`config.mk`:
```
export PLATFORM = sky130hd
export DESIGN_NAME = dc_dc_protection_supervisor_top_flat
export DESIGN_NICKNAME = d
export VERILOG_FILES = /design/src/design/dcps_pkg.sv /design/src/design/dcps_item_if.sv /design/src/design/dcps_result_if.sv /design/src/design/dcps_cfg_if.sv /design/src/design/dc_dc_protection_supervisor_top.sv /design/src/flat_wrapper.sv
export SDC_FILE = /design/constraint.sdc
export NUM_CORES = 2
export LEC_CHECK = 0
export BUFFER_PORTS_ARGS = -buffer_cell sky130_fd_sc_hd__buf_2
export CAP_MARGIN = 20
export CORE_UTILIZATION = 40
export CTS_CLUSTER_DIAMETER = 200
export DETAILED_ROUTE_END_ITERATION = 6
export HOLD_SLACK_MARGIN = 0.06
export MAX_ROUTING_LAYER = met4
export SYNTH_ARGS = -nofsm -noshare
export SYNTH_HDL_FRONTEND = slang
export SYNTH_SLANG_ARGS = --single-unit
```
`constraint.sdc`:
```
create_clock -name i_clk -period 12 [get_ports i_clk]
set_input_delay 2.4 -clock i_clk [delete_from_list [all_inputs] [get_ports i_clk]]
set_output_delay 2.4 -clock i_clk [all_outputs]
set_load 0.005 [all_outputs]
```
`src/design/dcps_pkg.sv`:
```
`timescale 1ns / 1ps

package dcps_pkg;

    // sizes
    localparam int ADC_BITS     = 12;
    localparam int SETTING_BITS = 10;
    localparam int FRAC_BITS    = 8;
    localparam int TH_BITS      = 24;
    localparam int GAIN_BITS    = 16;
    localparam int MUL_A_BITS   = TH_BITS;
    localparam int MUL_BITS     = MUL_A_BITS + GAIN_BITS;
    localparam int SUM_BITS     = MUL_BITS + 1;
    localparam int CFG_IDX_BITS = 3;
    localparam int CFG_DAT_BITS = 22;
    localparam int MARGIN_BITS  = 20;
    localparam int OFFSET_BITS  = 22;
    localparam int STEP_BITS    = 3;

    localparam logic [SETTING_BITS-1:0] SETTING_MAX = '1;
    localparam logic [TH_BITS-1:0]      TH_MAX      = '1;

    // item kinds
    localparam logic [2:0] KIND_SAMPLE = 3'd0;
    localparam logic [2:0] KIND_SHORT  = 3'd1;
    localparam logic [2:0] KIND_MODE   = 3'd2;
    localparam logic [2:0] KIND_PLUS   = 3'd3;
    localparam logic [2:0] KIND_MINUS  = 3'd4;
    localparam logic [2:0] KIND_OK     = 3'd5;

    // fault codes
    localparam logic [2:0] FC_NONE = 3'd0;
    localparam logic [2:0] FC_OVP  = 3'd1;
    localparam logic [2:0] FC_OCP  = 3'd2;
    localparam logic [2:0] FC_UVLO = 3'd3;
    localparam logic [2:0] FC_SCP  = 3'd4;

    // menu modes
    localparam logic [1:0] MODE_OFF   = 2'd0;
    localparam logic [1:0] MODE_UVLO  = 2'd1;
    localparam logic [1:0] MODE_VOUT  = 2'd2;
    localparam logic [1:0] MODE_CURR  = 2'd3;

    // register indexes
    localparam logic [CFG_IDX_BITS-1:0] REG_UVLO_GAIN = 3'd0;
    localparam logic [CFG_IDX_BITS-1:0] REG_VOUT_GAIN = 3'd1;
    localparam logic [CFG_IDX_BITS-1:0] REG_OVP_MARG  = 3'd2;
    localparam logic [CFG_IDX_BITS-1:0] REG_OCP_OFFS  = 3'd3;
    localparam logic [CFG_IDX_BITS-1:0] REG_OCP_GAIN  = 3'd4;
    localparam logic [CFG_IDX_BITS-1:0] REG_PG_UPPER  = 3'd5;
    localparam logic [CFG_IDX_BITS-1:0] REG_PG_LOWER  = 3'd6;

    // register reset values
    localparam logic [GAIN_BITS-1:0]   UVLO_GAIN_RST = 16'd4015;
    localparam logic [GAIN_BITS-1:0]   VOUT_GAIN_RST = 16'd7942;
    localparam logic [MARGIN_BITS-1:0] OVP_MARG_RST  = 20'd23825;
    localparam logic [OFFSET_BITS-1:0] OCP_OFFS_RST  = 22'd317673;
    localparam logic [GAIN_BITS-1:0]   OCP_GAIN_RST  = 16'd3177;
    localparam logic [GAIN_BITS-1:0]   PG_UPPER_RST  = 16'd62259;
    localparam logic [GAIN_BITS-1:0]   PG_LOWER_RST  = 16'd55706;

    // setting reset values, tenths
    localparam logic [SETTING_BITS-1:0] UV_SET_RST  = SETTING_BITS'(110);
    localparam logic [SETTING_BITS-1:0] OUT_SET_RST = SETTING_BITS'(33);
    localparam logic [SETTING_BITS-1:0] CUR_SET_RST = SETTING_BITS'(100);

    // threshold recompute steps
    localparam logic [STEP_BITS-1:0] CALC_TARGET  = 3'd0;
    localparam logic [STEP_BITS-1:0] CALC_UNDER   = 3'd1;
    localparam logic [STEP_BITS-1:0] CALC_OVER    = 3'd2;
    localparam logic [STEP_BITS-1:0] CALC_CURR    = 3'd3;
    localparam logic [STEP_BITS-1:0] CALC_GOOD_HI = 3'd4;
    localparam logic [STEP_BITS-1:0] CALC_GOOD_LO = 3'd5;

    typedef enum logic [1:0] {
        ST_IDLE,
        ST_EXEC,
        ST_CALC
    } t_state;

    typedef struct packed {
        logic [2:0]          kind;
        logic [ADC_BITS-1:0] uvlo_sample;
        logic [ADC_BITS-1:0] vfb_sample;
        logic [ADC_BITS-1:0] csense_sample;
    } t_in_item;

    typedef struct packed {
        logic                    power_switch_on;
        logic                    converter_shutdown;
        logic                    pwm_running;
        logic                    output_ok;
        logic [2:0]              warning_code;
        logic [1:0]              menu_mode;
        logic [SETTING_BITS-1:0] edit_value;
    } t_out_item;

    typedef struct packed {
        logic [CFG_IDX_BITS-1:0] index;
        logic [CFG_DAT_BITS-1:0] value;
    } t_cfg_word;

    typedef struct packed {
        logic in_ready;
        logic cfg_ready;
        logic exec_fire;
        logic calc_en;
    } t_ctrl;

    // sample code widened to a q.8 threshold
    function automatic logic [TH_BITS-1:0] to_q8(input logic [ADC_BITS-1:0] code);
        logic [TH_BITS-1:0] wide;
        wide  = TH_BITS'(code);
        to_q8 = wide << FRAC_BITS;
    endfunction

endpackage

```
`src/design/dcps_item_if.sv`:
```
`timescale 1ns / 1ps

interface dcps_item_if;
    logic                valid;
    logic                ready;
    dcps_pkg::t_in_item  data;

    modport source (output valid, output data, input ready);
    modport sink   (input valid, input data, output ready);
endinterface

```
`src/design/dcps_result_if.sv`:
```
`timescale 1ns / 1ps

interface dcps_result_if;
    logic                valid;
    logic                ready;
    dcps_pkg::t_out_item data;

    modport source (output valid, output data, input ready);
    modport sink   (input valid, input data, output ready);
endinterface

```
`src/design/dcps_cfg_if.sv`:
```
`timescale 1ns / 1ps

interface dcps_cfg_if;
    logic                valid;
    logic                ready;
    dcps_pkg::t_cfg_word data;

    modport source (output valid, output data, input ready);
    modport sink   (input valid, input data, output ready);
endinterface

```
`src/design/dc_dc_protection_supervisor_top.sv`:
```
`timescale 1ns / 1ps

// Protection supervisor for a dc/dc converter with a three-button settings menu.
// Each input word (ADC sample, short-circuit event, or mode/plus/minus/OK press)
// gives exactly one result word holding the drive lines, power-good, warning
// code, menu mode and edit value after the event. A word is registered when taken
// and decided once the output register can take its result; the result sits in an
// output register, so the next word is taken while a result waits. After reset,
// after any configuration write and after an OK that applies an edited setting,
// one shared 24x16 multiplier with a saturating adder recomputes the five
// thresholds, during which no input word is taken. Configuration writes are
// taken only while the block is idle.
module dc_dc_protection_supervisor_top import dcps_pkg::*; (
    input  logic          i_clk,
    input  logic          i_rst_n,
    dcps_item_if.sink     i_in,
    dcps_result_if.source o_out,
    dcps_cfg_if.sink      i_cfg
);

    t_state r_state, n_state;
    t_ctrl  ctrl;
    logic   [STEP_BITS-1:0] r_step;

    // configuration registers
    logic [GAIN_BITS-1:0]   r_uvlo_gain, r_vout_gain, r_ocp_gain;
    logic [GAIN_BITS-1:0]   r_pg_upper, r_pg_lower;
    logic [MARGIN_BITS-1:0] r_ovp_margin;
    logic [OFFSET_BITS-1:0] r_ocp_offset;

    // supervisor state
    logic [2:0]              r_fault, n_fault;
    logic [1:0]              r_mode, n_mode;
    logic [SETTING_BITS-1:0] r_edit, n_edit;
    logic [SETTING_BITS-1:0] r_uv_set, n_uv_set;
    logic [SETTING_BITS-1:0] r_out_set, n_out_set;
    logic [SETTING_BITS-1:0] r_cur_set, n_cur_set;
    logic                    r_good, n_good;
    logic                    r_sw_on, n_sw_on;
    logic                    r_shdn, n_shdn;
    logic                    r_pwm, n_pwm;
    logic                    n_recalc;

    // thresholds, q.8
    logic [TH_BITS-1:0] r_target, r_uv_th, r_ov_th, r_oc_th, r_pgu_th, r_pgl_th;

    // shared arithmetic
    logic [MUL_A_BITS-1:0] mul_a;
    logic [GAIN_BITS-1:0]  mul_b;
    logic [MUL_BITS-1:0]   r_prod;
    logic [MUL_BITS-1:0]   add_a;
    logic [OFFSET_BITS-1:0] add_b;
    logic [SUM_BITS-1:0]   sum;
    logic [TH_BITS-1:0]    sum_sat, prod_sat;

    t_in_item  r_item;
    t_out_item r_out;
    logic      r_out_valid;
    logic      out_free;
    logic      cfg_fire, in_fire;

    logic [TH_BITS-1:0] uv_q, fb_q, cs_q;
    logic               faulted;

    assign out_free = !r_out_valid || o_out.ready;
    assign cfg_fire = i_cfg.valid && ctrl.cfg_ready;
    assign in_fire  = i_in.valid && ctrl.in_ready;

    // next state
    always_comb begin
        n_state = r_state;
        case (r_state)
            ST_IDLE: begin
                if (cfg_fire) begin
                    n_state = ST_CALC;
                end else if (in_fire) begin
                    n_state = ST_EXEC;
                end
            end
            ST_EXEC: begin
                if (out_free) begin
                    n_state = n_recalc ? ST_CALC : ST_IDLE;
                end
            end
            ST_CALC: begin
                if (r_step == CALC_GOOD_LO) begin
                    n_state = ST_IDLE;
                end
            end
            default: n_state = ST_IDLE;
        endcase
    end

    // control decode
    always_comb begin
        ctrl = '0;
        case (r_state)
            ST_IDLE: begin
                ctrl.cfg_ready = 1'b1;
                ctrl.in_ready  = !i_cfg.valid;
            end
            ST_EXEC: ctrl.exec_fire = out_free;
            ST_CALC: ctrl.calc_en   = 1'b1;
            default: ctrl = '0;
        endcase
    end

    always_ff @(posedge i_clk) begin
        if (!i_rst_n) begin
            r_state <= ST_CALC;
            r_step  <= CALC_TARGET;
        end else begin
            r_state <= n_state;
            if (ctrl.calc_en && r_step != CALC_GOOD_LO) begin
                r_step <= r_step + 1'b1;
            end else begin
                r_step <= CALC_TARGET;
            end
        end
    end

    // event decision
    assign uv_q    = to_q8(r_item.uvlo_sample);
    assign fb_q    = to_q8(r_item.vfb_sample);
    assign cs_q    = to_q8(r_item.csense_sample);
    assign faulted = (r_fault != FC_NONE);

    always_comb begin
        n_fault   = r_fault;
        n_mode    = r_mode;
        n_edit    = r_edit;
        n_uv_set  = r_uv_set;
        n_out_set = r_out_set;
        n_cur_set = r_cur_set;
        n_good    = r_good;
        n_sw_on   = r_sw_on;
        n_shdn    = r_shdn;
        n_pwm     = r_pwm;
        n_recalc  = 1'b0;
        case (r_item.kind)
            KIND_SAMPLE: begin
                if (!faulted) begin
                    if (uv_q <= r_uv_th) begin
                        n_fault = FC_UVLO;
                        n_sw_on = 1'b0;
                        n_shdn  = 1'b1;
                        n_pwm   = 1'b0;
                        n_mode  = MODE_OFF;
                        n_edit  = '0;
                    end else if (fb_q >= r_ov_th) begin
                        n_fault = FC_OVP;
                        n_sw_on = 1'b0;
                        n_shdn  = 1'b1;
                        n_pwm   = 1'b1;
                        n_mode  = MODE_OFF;
                        n_edit  = '0;
                    end else if (cs_q >= r_oc_th) begin
                        n_fault = FC_OCP;
                        n_sw_on = 1'b1;
                        n_shdn  = 1'b1;
                        n_pwm   = 1'b1;
                        n_mode  = MODE_OFF;
                        n_edit  = '0;
                    end else if (fb_q >= r_pgu_th) begin
                        n_good = 1'b1;
                    end else if (fb_q <= r_pgl_th) begin
                        n_good = 1'b0;
                    end
                end
            end
            KIND_SHORT: begin
                n_fault = FC_SCP;
                n_sw_on = 1'b0;
                n_shdn  = 1'b1;
                n_pwm   = 1'b0;
                n_mode  = MODE_OFF;
                n_edit  = '0;
            end
            KIND_MODE: begin
                if (!faulted) begin
                    case (r_mode)
                        MODE_OFF: begin
                            n_mode = MODE_UVLO;
                            n_edit = r_uv_set;
                        end
                        MODE_UVLO: begin
                            n_mode = MODE_VOUT;
                            n_edit = r_out_set;
                        end
                        MODE_VOUT: begin
                            n_mode = MODE_CURR;
                            n_edit = r_cur_set;
                        end
                        default: begin
                            n_mode = MODE_OFF;
                            n_edit = '0;
                        end
                    endcase
                end
            end
            KIND_PLUS: begin
                if (!faulted && r_edit != SETTING_MAX) begin
                    n_edit = r_edit + 1'b1;
                end
            end
            KIND_MINUS: begin
                if (!faulted && r_edit != '0) begin
                    n_edit = r_edit - 1'b1;
                end
            end
            KIND_OK: begin
                if (faulted) begin
                    n_fault = FC_NONE;
                    n_sw_on = 1'b1;
                    n_shdn  = 1'b0;
                    n_pwm   = 1'b1;
                end else if (r_mode != MODE_OFF) begin
                    n_recalc = 1'b1;
                    case (r_mode)
                        MODE_UVLO: n_uv_set  = r_edit;
                        MODE_VOUT: n_out_set = r_edit;
                        default:   n_cur_set = r_edit;
                    endcase
                end
            end
            default: n_recalc = 1'b0;
        endcase
    end

    // supervisor state and result register
    always_ff @(posedge i_clk) begin
        if (!i_rst_n) begin
            r_fault     <= FC_NONE;
            r_mode      <= MODE_OFF;
            r_edit      <= '0;
            r_uv_set    <= UV_SET_RST;
            r_out_set   <= OUT_SET_RST;
            r_cur_set   <= CUR_SET_RST;
            r_good      <= 1'b0;
            r_sw_on     <= 1'b1;
            r_shdn      <= 1'b0;
            r_pwm       <= 1'b1;
            r_out_valid <= 1'b0;
        end else begin
            if (ctrl.exec_fire) begin
                r_out_valid <= 1'b1;
            end else if (o_out.ready) begin
                r_out_valid <= 1'b0;
            end
            if (ctrl.exec_fire) begin
                r_fault     <= n_fault;
                r_mode      <= n_mode;
                r_edit      <= n_edit;
                r_uv_set    <= n_uv_set;
                r_out_set   <= n_out_set;
                r_cur_set   <= n_cur_set;
                r_good      <= n_good;
                r_sw_on     <= n_sw_on;
                r_shdn      <= n_shdn;
                r_pwm       <= n_pwm;
            end
        end
    end

    always_ff @(posedge i_clk) begin
        if (in_fire) begin
            r_item <= i_in.data;
        end
        if (ctrl.exec_fire) begin
            r_out.power_switch_on    <= n_sw_on;
            r_out.converter_shutdown <= n_shdn;
            r_out.pwm_running        <= n_pwm;
            r_out.output_ok          <= n_good;
            r_out.warning_code       <= n_fault;
            r_out.menu_mode          <= n_mode;
            r_out.edit_value         <= n_edit;
        end
    end

    // configuration registers
    always_ff @(posedge i_clk) begin
        if (!i_rst_n) begin
            r_uvlo_gain  <= UVLO_GAIN_RST;
            r_vout_gain  <= VOUT_GAIN_RST;
            r_ovp_margin <= OVP_MARG_RST;
            r_ocp_offset <= OCP_OFFS_RST;
            r_ocp_gain   <= OCP_GAIN_RST;
            r_pg_upper   <= PG_UPPER_RST;
            r_pg_lower   <= PG_LOWER_RST;
        end else if (cfg_fire) begin
            case (i_cfg.data.index)
                REG_UVLO_GAIN: r_uvlo_gain  <= i_cfg.data.value[GAIN_BITS-1:0];
                REG_VOUT_GAIN: r_vout_gain  <= i_cfg.data.value[GAIN_BITS-1:0];
                REG_OVP_MARG:  r_ovp_margin <= i_cfg.data.value[MARGIN_BITS-1:0];
                REG_OCP_OFFS:  r_ocp_offset <= i_cfg.data.value[OFFSET_BITS-1:0];
                REG_OCP_GAIN:  r_ocp_gain   <= i_cfg.data.value[GAIN_BITS-1:0];
                REG_PG_UPPER:  r_pg_upper   <= i_cfg.data.value[GAIN_BITS-1:0];
                REG_PG_LOWER:  r_pg_lower   <= i_cfg.data.value[GAIN_BITS-1:0];
                default:       r_pg_lower   <= r_pg_lower;
            endcase
        end
    end

    // multiplier operand select per recompute step
    always_comb begin
        mul_a = '0;
        mul_b = '0;
        case (r_step)
            CALC_TARGET: begin
                mul_a = MUL_A_BITS'(r_out_set);
                mul_b = r_vout_gain;
            end
            CALC_UNDER: begin
                mul_a = MUL_A_BITS'(r_uv_set);
                mul_b = r_uvlo_gain;
            end
            CALC_OVER: begin
                mul_a = MUL_A_BITS'(r_cur_set);
                mul_b = r_ocp_gain;
            end
            CALC_CURR: begin
                mul_a = r_target;
                mul_b = r_pg_upper;
            end
            CALC_GOOD_HI: begin
                mul_a = r_target;
                mul_b = r_pg_lower;
            end
            default: begin
                mul_a = '0;
                mul_b = '0;
            end
        endcase
    end

    // shared saturating adder: margin on target, then offset on current product
    always_comb begin
        if (r_step == CALC_OVER) begin
            add_a = MUL_BITS'(r_target);
            add_b = OFFSET_BITS'(r_ovp_margin);
        end else begin
            add_a = r_prod;
            add_b = r_ocp_offset;
        end
    end

    assign sum      = SUM_BITS'(add_a) + SUM_BITS'(add_b);
    assign sum_sat  = (|sum[SUM_BITS-1:TH_BITS]) ? TH_MAX : sum[TH_BITS-1:0];
    assign prod_sat = (|r_prod[MUL_BITS-1:TH_BITS]) ? TH_MAX : r_prod[TH_BITS-1:0];

    // threshold recompute datapath
    always_ff @(posedge i_clk) begin
        if (ctrl.calc_en) begin
            r_prod <= mul_a * mul_b;
            case (r_step)
                CALC_UNDER: r_target <= prod_sat;
                CALC_OVER: begin
                    r_uv_th <= prod_sat;
                    r_ov_th <= sum_sat;
                end
                CALC_CURR:    r_oc_th  <= sum_sat;
                CALC_GOOD_HI: r_pgu_th <= r_prod[MUL_BITS-1:GAIN_BITS];
                CALC_GOOD_LO: r_pgl_th <= r_prod[MUL_BITS-1:GAIN_BITS];
                default:      r_target <= r_target;
            endcase
        end
    end

    assign i_in.ready  = ctrl.in_ready;
    assign i_cfg.ready = ctrl.cfg_ready;
    assign o_out.valid = r_out_valid;
    assign o_out.data  = r_out;

`ifndef ASSERT_OFF
    // a register write always restarts the recompute from its first step
    a_cfg_recalc: assert property (@(posedge i_clk) disable iff (!i_rst_n)
        cfg_fire |=> (r_state == ST_CALC) && (r_step == CALC_TARGET))
        else $error("config write did not start threshold recompute");

    // a latched fault keeps the menu closed
    a_fault_menu: assert property (@(posedge i_clk) disable iff (!i_rst_n)
        (r_fault != FC_NONE) |-> (r_mode == MODE_OFF) && (r_edit == '0))
        else $error("menu active while a fault is latched");

    // a new result only comes from the decision cycle
    a_out_source: assert property (@(posedge i_clk) disable iff (!i_rst_n)
        $rose(r_out_valid) |-> ($past(r_state) == ST_EXEC))
        else $error("result word raised outside decision cycle");

    // no input word is taken while thresholds are being rebuilt
    a_calc_block: assert property (@(posedge i_clk) disable iff (!i_rst_n)
        (r_state == ST_CALC) |-> !i_in.ready && !i_cfg.ready)
        else $error("handshake open during recompute");

    // the reported state matches the registered supervisor state
    a_out_match: assert property (@(posedge i_clk) disable iff (!i_rst_n)
        r_out_valid |-> (r_out.warning_code == r_fault) && (r_out.menu_mode == r_mode))
        else $error("result word disagrees with supervisor state");
`endif

endmodule

```
`src/flat_wrapper.sv`:
```
// flat-port wrapper written by rule: the top's interface ports become plain ports
module dc_dc_protection_supervisor_top_flat import dcps_pkg::*;
  (i_clk, i_rst_n, i_in_valid, i_in_data, i_in_ready, o_out_valid, o_out_data, o_out_ready, i_cfg_valid, i_cfg_data, i_cfg_ready);
  dcps_item_if i_in_i ();
  dcps_result_if o_out_i ();
  dcps_cfg_if i_cfg_i ();
  input  logic i_clk;
  input  logic i_rst_n;
  input wire logic [$bits(i_in_i.valid)-1:0] i_in_valid;
  input wire logic [$bits(i_in_i.data)-1:0] i_in_data;
  output wire logic [$bits(i_in_i.ready)-1:0] i_in_ready;
  output wire logic [$bits(o_out_i.valid)-1:0] o_out_valid;
  output wire logic [$bits(o_out_i.data)-1:0] o_out_data;
  input wire logic [$bits(o_out_i.ready)-1:0] o_out_ready;
  input wire logic [$bits(i_cfg_i.valid)-1:0] i_cfg_valid;
  input wire logic [$bits(i_cfg_i.data)-1:0] i_cfg_data;
  output wire logic [$bits(i_cfg_i.ready)-1:0] i_cfg_ready;
  assign i_in_i.valid = i_in_valid;
  assign i_in_i.data = i_in_data;
  assign i_in_ready = i_in_i.ready;
  assign o_out_valid = o_out_i.valid;
  assign o_out_data = o_out_i.data;
  assign o_out_i.ready = o_out_ready;
  assign i_cfg_i.valid = i_cfg_valid;
  assign i_cfg_i.data = i_cfg_data;
  assign i_cfg_ready = i_cfg_i.ready;
  dc_dc_protection_supervisor_top u_core (.i_clk(i_clk), .i_rst_n(i_rst_n), .i_in(i_in_i), .o_out(o_out_i), .i_cfg(i_cfg_i));
endmodule
```
==> metrics.txt <==
# TYPE chip_impl_metric gauge
chip_impl_metric{name="post_cts_hold_buffer_count",unit=""} 0
chip_impl_info{name="worst-setup-path-type",value="reg -> reg"} 1
chip_impl_metric{name="cts.path.max_buffers",unit=""} 3
chip_impl_metric{name="wire_length_of_the_first_global_routing_pass",unit="um"} 149000
chip_impl_metric{name="finalInstanceArea",unit="um2"} 35200
chip_impl_metric{name="timing.final.crit_share",unit="%"} 76.8
chip_impl_info{name="cpMaxStageDelayCell",value="sky130_fd_sc_hd__a221oi_1"} 1
chip_impl_metric{name="static-leakage-power",unit="nW"} 15.1
chip_impl_metric{name="setup-tns-final",unit="ps"} 0
chip_impl_metric{name="max-slew-margin-rel",unit="%"} 17.6
chip_impl_info{name="synth_top_cell_by_area",value="sky130_fd_sc_hd__edfxtp_1"} 1
chip_impl_metric{name="drt-total-wl",unit="um"} 94700
chip_impl_metric{name="drt-pass1-iter-count",unit=""} 7
chip_impl_metric{name="whs_path_depth",unit=""} 2
chip_impl_metric{name="place_area",unit="um2"} 33800
chip_impl_metric{name="first_global_vias",unit=""} 25557
chip_impl_info{name="crit_path_launch_type",value="flip-flop"} 1
chip_impl_metric{name="cts_made_buffers",unit=""} 46
chip_impl_metric{name="start_util",unit="%"} 40.6
chip_impl_metric{name="path_clk_slew",unit="ps"} 70
chip_impl_metric{name="final_antenna_violating_net_count",unit=""} 0
chip_impl_metric{name="dp.final_hpwl",unit="um"} 72500
chip_impl_metric{name="post_synthesis_area_per_instance",unit="um2"} 9.02
chip_impl_info{name="root_cell_of_the_clock_tree",value="sky130_fd_sc_hd__clkbuf_16"} 1
chip_impl_metric{name="synth_cell_type_count",unit=""} 75
chip_impl_metric{name="die_area",unit="um2"} 81900
chip_impl_metric{name="path_max_fanout",unit=""} 19
chip_impl_metric{name="critPathRequiredTime",unit="ps"} 12290
chip_impl_metric{name="globalRouteTotalUtil",unit="%"} 24.1
chip_impl_metric{name="data_arrival_time_of_the_worst_path",unit="ps"} 9500
chip_impl_metric{name="clkSinkCount",unit=""} 419
chip_impl_metric{name="final.min_clock_period",unit="ps"} 9210
chip_impl_metric{name="critPathMaxStageDelay",unit="ps"} 950
chip_impl_metric{name="max_clock_freq",unit="MHz"} 109
chip_impl_metric{name="antenna_cells_inserted",unit=""} 0
chip_impl_metric{name="finalWorstSetupSlack",unit="ps"} 2790
chip_impl_metric{name="worst_skew_pair.late_latency",unit="ps"} 590
chip_impl_metric{name="synth.cell_area",unit="um2"} 32300
chip_impl_info{name="worstHoldEndpoint",value="u_core.r_ovp_margin[3]"} 1
chip_impl_metric{name="yosys_warnings",unit=""} 0
chip_impl_metric{name="vias",unit=""} 25538
chip_impl_info{name="post-synth-top-count-cell",value="sky130_fd_sc_hd__nand2_1"} 1
chip_impl_metric{name="nFillCells",unit=""} 7733
chip_impl_metric{name="drtIter0Drc",unit=""} 2443
chip_impl_metric{name="core_region_area",unit="um2"} 79500
chip_impl_metric{name="cts.repair.resized",unit=""} 0
chip_impl_metric{name="power_density",unit="nW/um2"} 191
chip_impl_metric{name="cts_post_setup_buffers_inserted",unit=""} 0
chip_impl_metric{name="post-route-drc-count",unit=""} 0
chip_impl_metric{name="yosysTopAreaCellShare",unit="%"} 22.5
chip_impl_info{name="tritoncts",value="yes"} 1
chip_impl_metric{name="finalCoreUtilization",unit="%"} 44.3
chip_impl_info{name="synth_top_cells_by_area",value="sky130_fd_sc_hd__edfxtp_1 (22%), sky130_fd_sc_hd__fa_1 (19%), sky130_fd_sc_hd__dfxtp_1 (11%)"} 1
chip_impl_metric{name="asyncSetResetFlopFracSynth",unit="%"} 0
chip_impl_metric{name="drt-wirelength-per-cell",unit="um"} 20.2
chip_impl_metric{name="detailedPlace.worstSlack",unit="ps"} 2660
chip_impl_metric{name="ios",unit=""} 91
chip_impl_metric{name="number_of_enable_flip_flop_cells_after_synthesis",unit=""} 242
chip_impl_metric{name="worst_ir_drop_vdd",unit="mV"} 0.156
chip_impl_metric{name="pin_count_of_the_biggest_net_entering_global_routing",unit=""} 78
chip_impl_metric{name="post_layout_nonfiller_instances",unit=""} 4675
chip_impl_info{name="worstHoldStart",value="u_core.r_ovp_margin[3]"} 1
chip_impl_metric{name="die_x",unit="um"} 286
chip_impl_metric{name="die_h",unit="um"} 286
chip_impl_metric{name="max_cap_violations",unit=""} 0
chip_impl_metric{name="hold_viol",unit=""} 0
chip_impl_metric{name="place_inst",unit=""} 4594
chip_impl_metric{name="fin_worst_hold_slack",unit="ps"} 454
chip_impl_metric{name="r2r_slack",unit="ps"} 2790
chip_impl_metric{name="vias_per_cell",unit=""} 5.46
chip_impl_info{name="grt_setup_unrepaired",value="no"} 1
chip_impl_info{name="worst_setup_path_end_kind",value="flip-flop"} 1
chip_impl_info{name="critical_path.reg2reg.startpoint",value="u_core.r_step[0]"} 1
chip_impl_info{name="status",value="complete, no violations"} 1
chip_impl_metric{name="cp_num_buf_inv",unit=""} 4
chip_impl_info{name="timing.critical_path.max_delay_family",value="adder cells"} 1
chip_impl_metric{name="pins_over_their_slew_limit",unit=""} 0
chip_impl_metric{name="buffer_ports.inserted",unit=""} 90
chip_impl_metric{name="synth_fp_nets",unit=""} 4166
chip_impl_metric{name="max_slew.worst_pin.slew",unit="ps"} 1240
chip_impl_info{name="yosys_most_used_dff",value="sky130_fd_sc_hd__edfxtp_1"} 1
chip_impl_info{name="crit_path_frequent_cell",value="sky130_fd_sc_hd__fa_1"} 1
chip_impl_info{name="regToRegEndpoint",value="u_core.r_prod[38]"} 1
chip_impl_metric{name="synth_seq_area_share",unit="%"} 33.5
chip_impl_metric{name="antenna_violations_before_repair",unit=""} 0
chip_impl_info{name="netlist_top_cells_count",value="sky130_fd_sc_hd__nand2_1 (783), sky130_fd_sc_hd__inv_1 (446), sky130_fd_sc_hd__fa_1 (307)"} 1
chip_impl_metric{name="cts.htree.levels",unit=""} 2
chip_impl_metric{name="grt_overflow_total",unit=""} 0
chip_impl_metric{name="routabilityCongestion",unit=""} 0.946
chip_impl_info{name="hold_path_class",value="reg -> reg"} 1
chip_impl_metric{name="p_total",unit="mW"} 6.72
chip_impl_metric{name="nNetsFinal",unit=""} 4175
chip_impl_metric{name="num_rows",unit=""} 103
chip_impl_metric{name="synthesis.instances",unit=""} 3584
chip_impl_metric{name="finalSetupViolCount",unit=""} 0
chip_impl_metric{name="areaGrowthSynthToFinish",unit="%"} 8.98
chip_impl_metric{name="worst_r2r_path_depth",unit=""} 26
chip_impl_metric{name="post_route_clock_skew",unit="ps"} 43.9
chip_impl_metric{name="synth.ff_latch_count",unit=""} 419
chip_impl_metric{name="layout-drive-gt1-share",unit="%"} 6.54
kinds of logic (layout without fill, tap and decap cells):
group	Yosys count	after routing	share of synthesized area, %
adder cells (fa/ha/maj)	513	513	27.0
buffers and inverters	616	657	7.20
multiplexers	32	32	1.03
AND/OR/NAND/NOR	1434	1434	19.5
AO/OA/AOI/OAI	504	504	10.0
XOR/XNOR	66	66	1.79
flip-flops	419	419	33.5
registers in the layout, indices dropped and copies added (netlist names), 12 cells and up:
signal and cells:
u_core.r_pg_lower 16, u_core.r_oc_th 24, u_core.r_uv_th 24, u_core.r_ocp_offset 22
u_core.r_vout_gain 16, u_core.r_ov_th 24, u_core.r_target 24, u_core.r_prod 40
u_core.r_uvlo_gain 16, u_core.r_ocp_gain 16, u_core.o_out.data 19, u_core.r_pgu_th 24
u_core.r_pgl_th 24, u_core.r_ovp_margin 20, u_core.r_item 15, u_core.r_pg_upper 16
u_core.fb_q 12, u_core.cs_q 12
worst min-delay path, cell delays in order (launching register included):
cell,delay [ps]
sky130_fd_sc_hd__dfxtp_1,310
sky130_fd_sc_hd__nand2_1,50
sky130_fd_sc_hd__a21oi_1,50
report_power, final:
part	switching, mW	leakage, nW	internal [mW]
logic	2.22	10.8	1.26
clock network	0.585	0.699	0.775
registers	0.106	3.58	1.76
metal layers:
| metal | global-route usage [%] | vias up | wire, um |
|---|---|---|---|
| li1 | - | 11914 | - |
| met1 | 31.4 | 12528 | 40600 |
| met2 | 39.6 | 942 | 45300 |
| met3 | 2.73 | 154 | 5970 |
| met4 | 6.82 | 0 | 2790 |
| met5 | - | - | 0 |
cells in the final DEF, fill, tap and decap left out, types with 11 or more instances in the layout:
cell,instances
sky130_fd_sc_hd__and4_1,17
sky130_fd_sc_hd__edfxtp_1,242
sky130_fd_sc_hd__dfxtp_1,177
sky130_fd_sc_hd__fa_1,307
sky130_fd_sc_hd__o211ai_1,19
sky130_fd_sc_hd__nor2b_1,13
sky130_fd_sc_hd__mux2i_1,21
sky130_fd_sc_hd__buf_2,90
sky130_fd_sc_hd__nand4_1,45
sky130_fd_sc_hd__nand2b_1,17
sky130_fd_sc_hd__o21a_1,11
sky130_fd_sc_hd__ha_1,206
sky130_fd_sc_hd__a31oi_1,17
sky130_fd_sc_hd__nand2_1,783
sky130_fd_sc_hd__and3_1,13
sky130_fd_sc_hd__a22oi_1,11
sky130_fd_sc_hd__nor3_1,44
sky130_fd_sc_hd__a21o_1,34
sky130_fd_sc_hd__o21ai_1,11
sky130_fd_sc_hd__inv_1,445
sky130_fd_sc_hd__a21oi_1,184
sky130_fd_sc_hd__buf_4,39
sky130_fd_sc_hd__nor4_1,16
sky130_fd_sc_hd__and2_1,43
sky130_fd_sc_hd__o21ai_0,75
sky130_fd_sc_hd__clkbuf_16,47
sky130_fd_sc_hd__or3_1,30
sky130_fd_sc_hd__a211oi_1,14
sky130_fd_sc_hd__xor2_1,25
sky130_fd_sc_hd__a222oi_1,24
sky130_fd_sc_hd__nor2_1,252
sky130_fd_sc_hd__nand3_1,107
sky130_fd_sc_hd__xnor2_1,41
area by class of cell:
cell class              count  area, um2  area share, %
multi-input cells        2549      19200           54.6
clock buffers              62       1290           3.67
repair buffers            130        754           2.14
clock inverters            18        129          0.366
well taps                1050       1310           3.73
inverters                 447       1680           4.76
flip-flops and latches    419      10800           30.7
worst max path at each step:
stage                                start                end  cells after the start
after global routing      u_core.r_step[0]  u_core.r_prod[39]                     27
after floorplan           u_core.r_step[0]  u_core.r_prod[38]                     29
final                     u_core.r_step[0]  u_core.r_prod[38]                     26
after global placement    u_core.r_step[0]  u_core.r_prod[38]                     26
after detailed placement  u_core.r_step[0]  u_core.r_prod[38]                     26
after CTS                 u_core.r_step[0]  u_core.r_prod[38]                     26
Note: power is estimated with default switching activity, not from simulation.
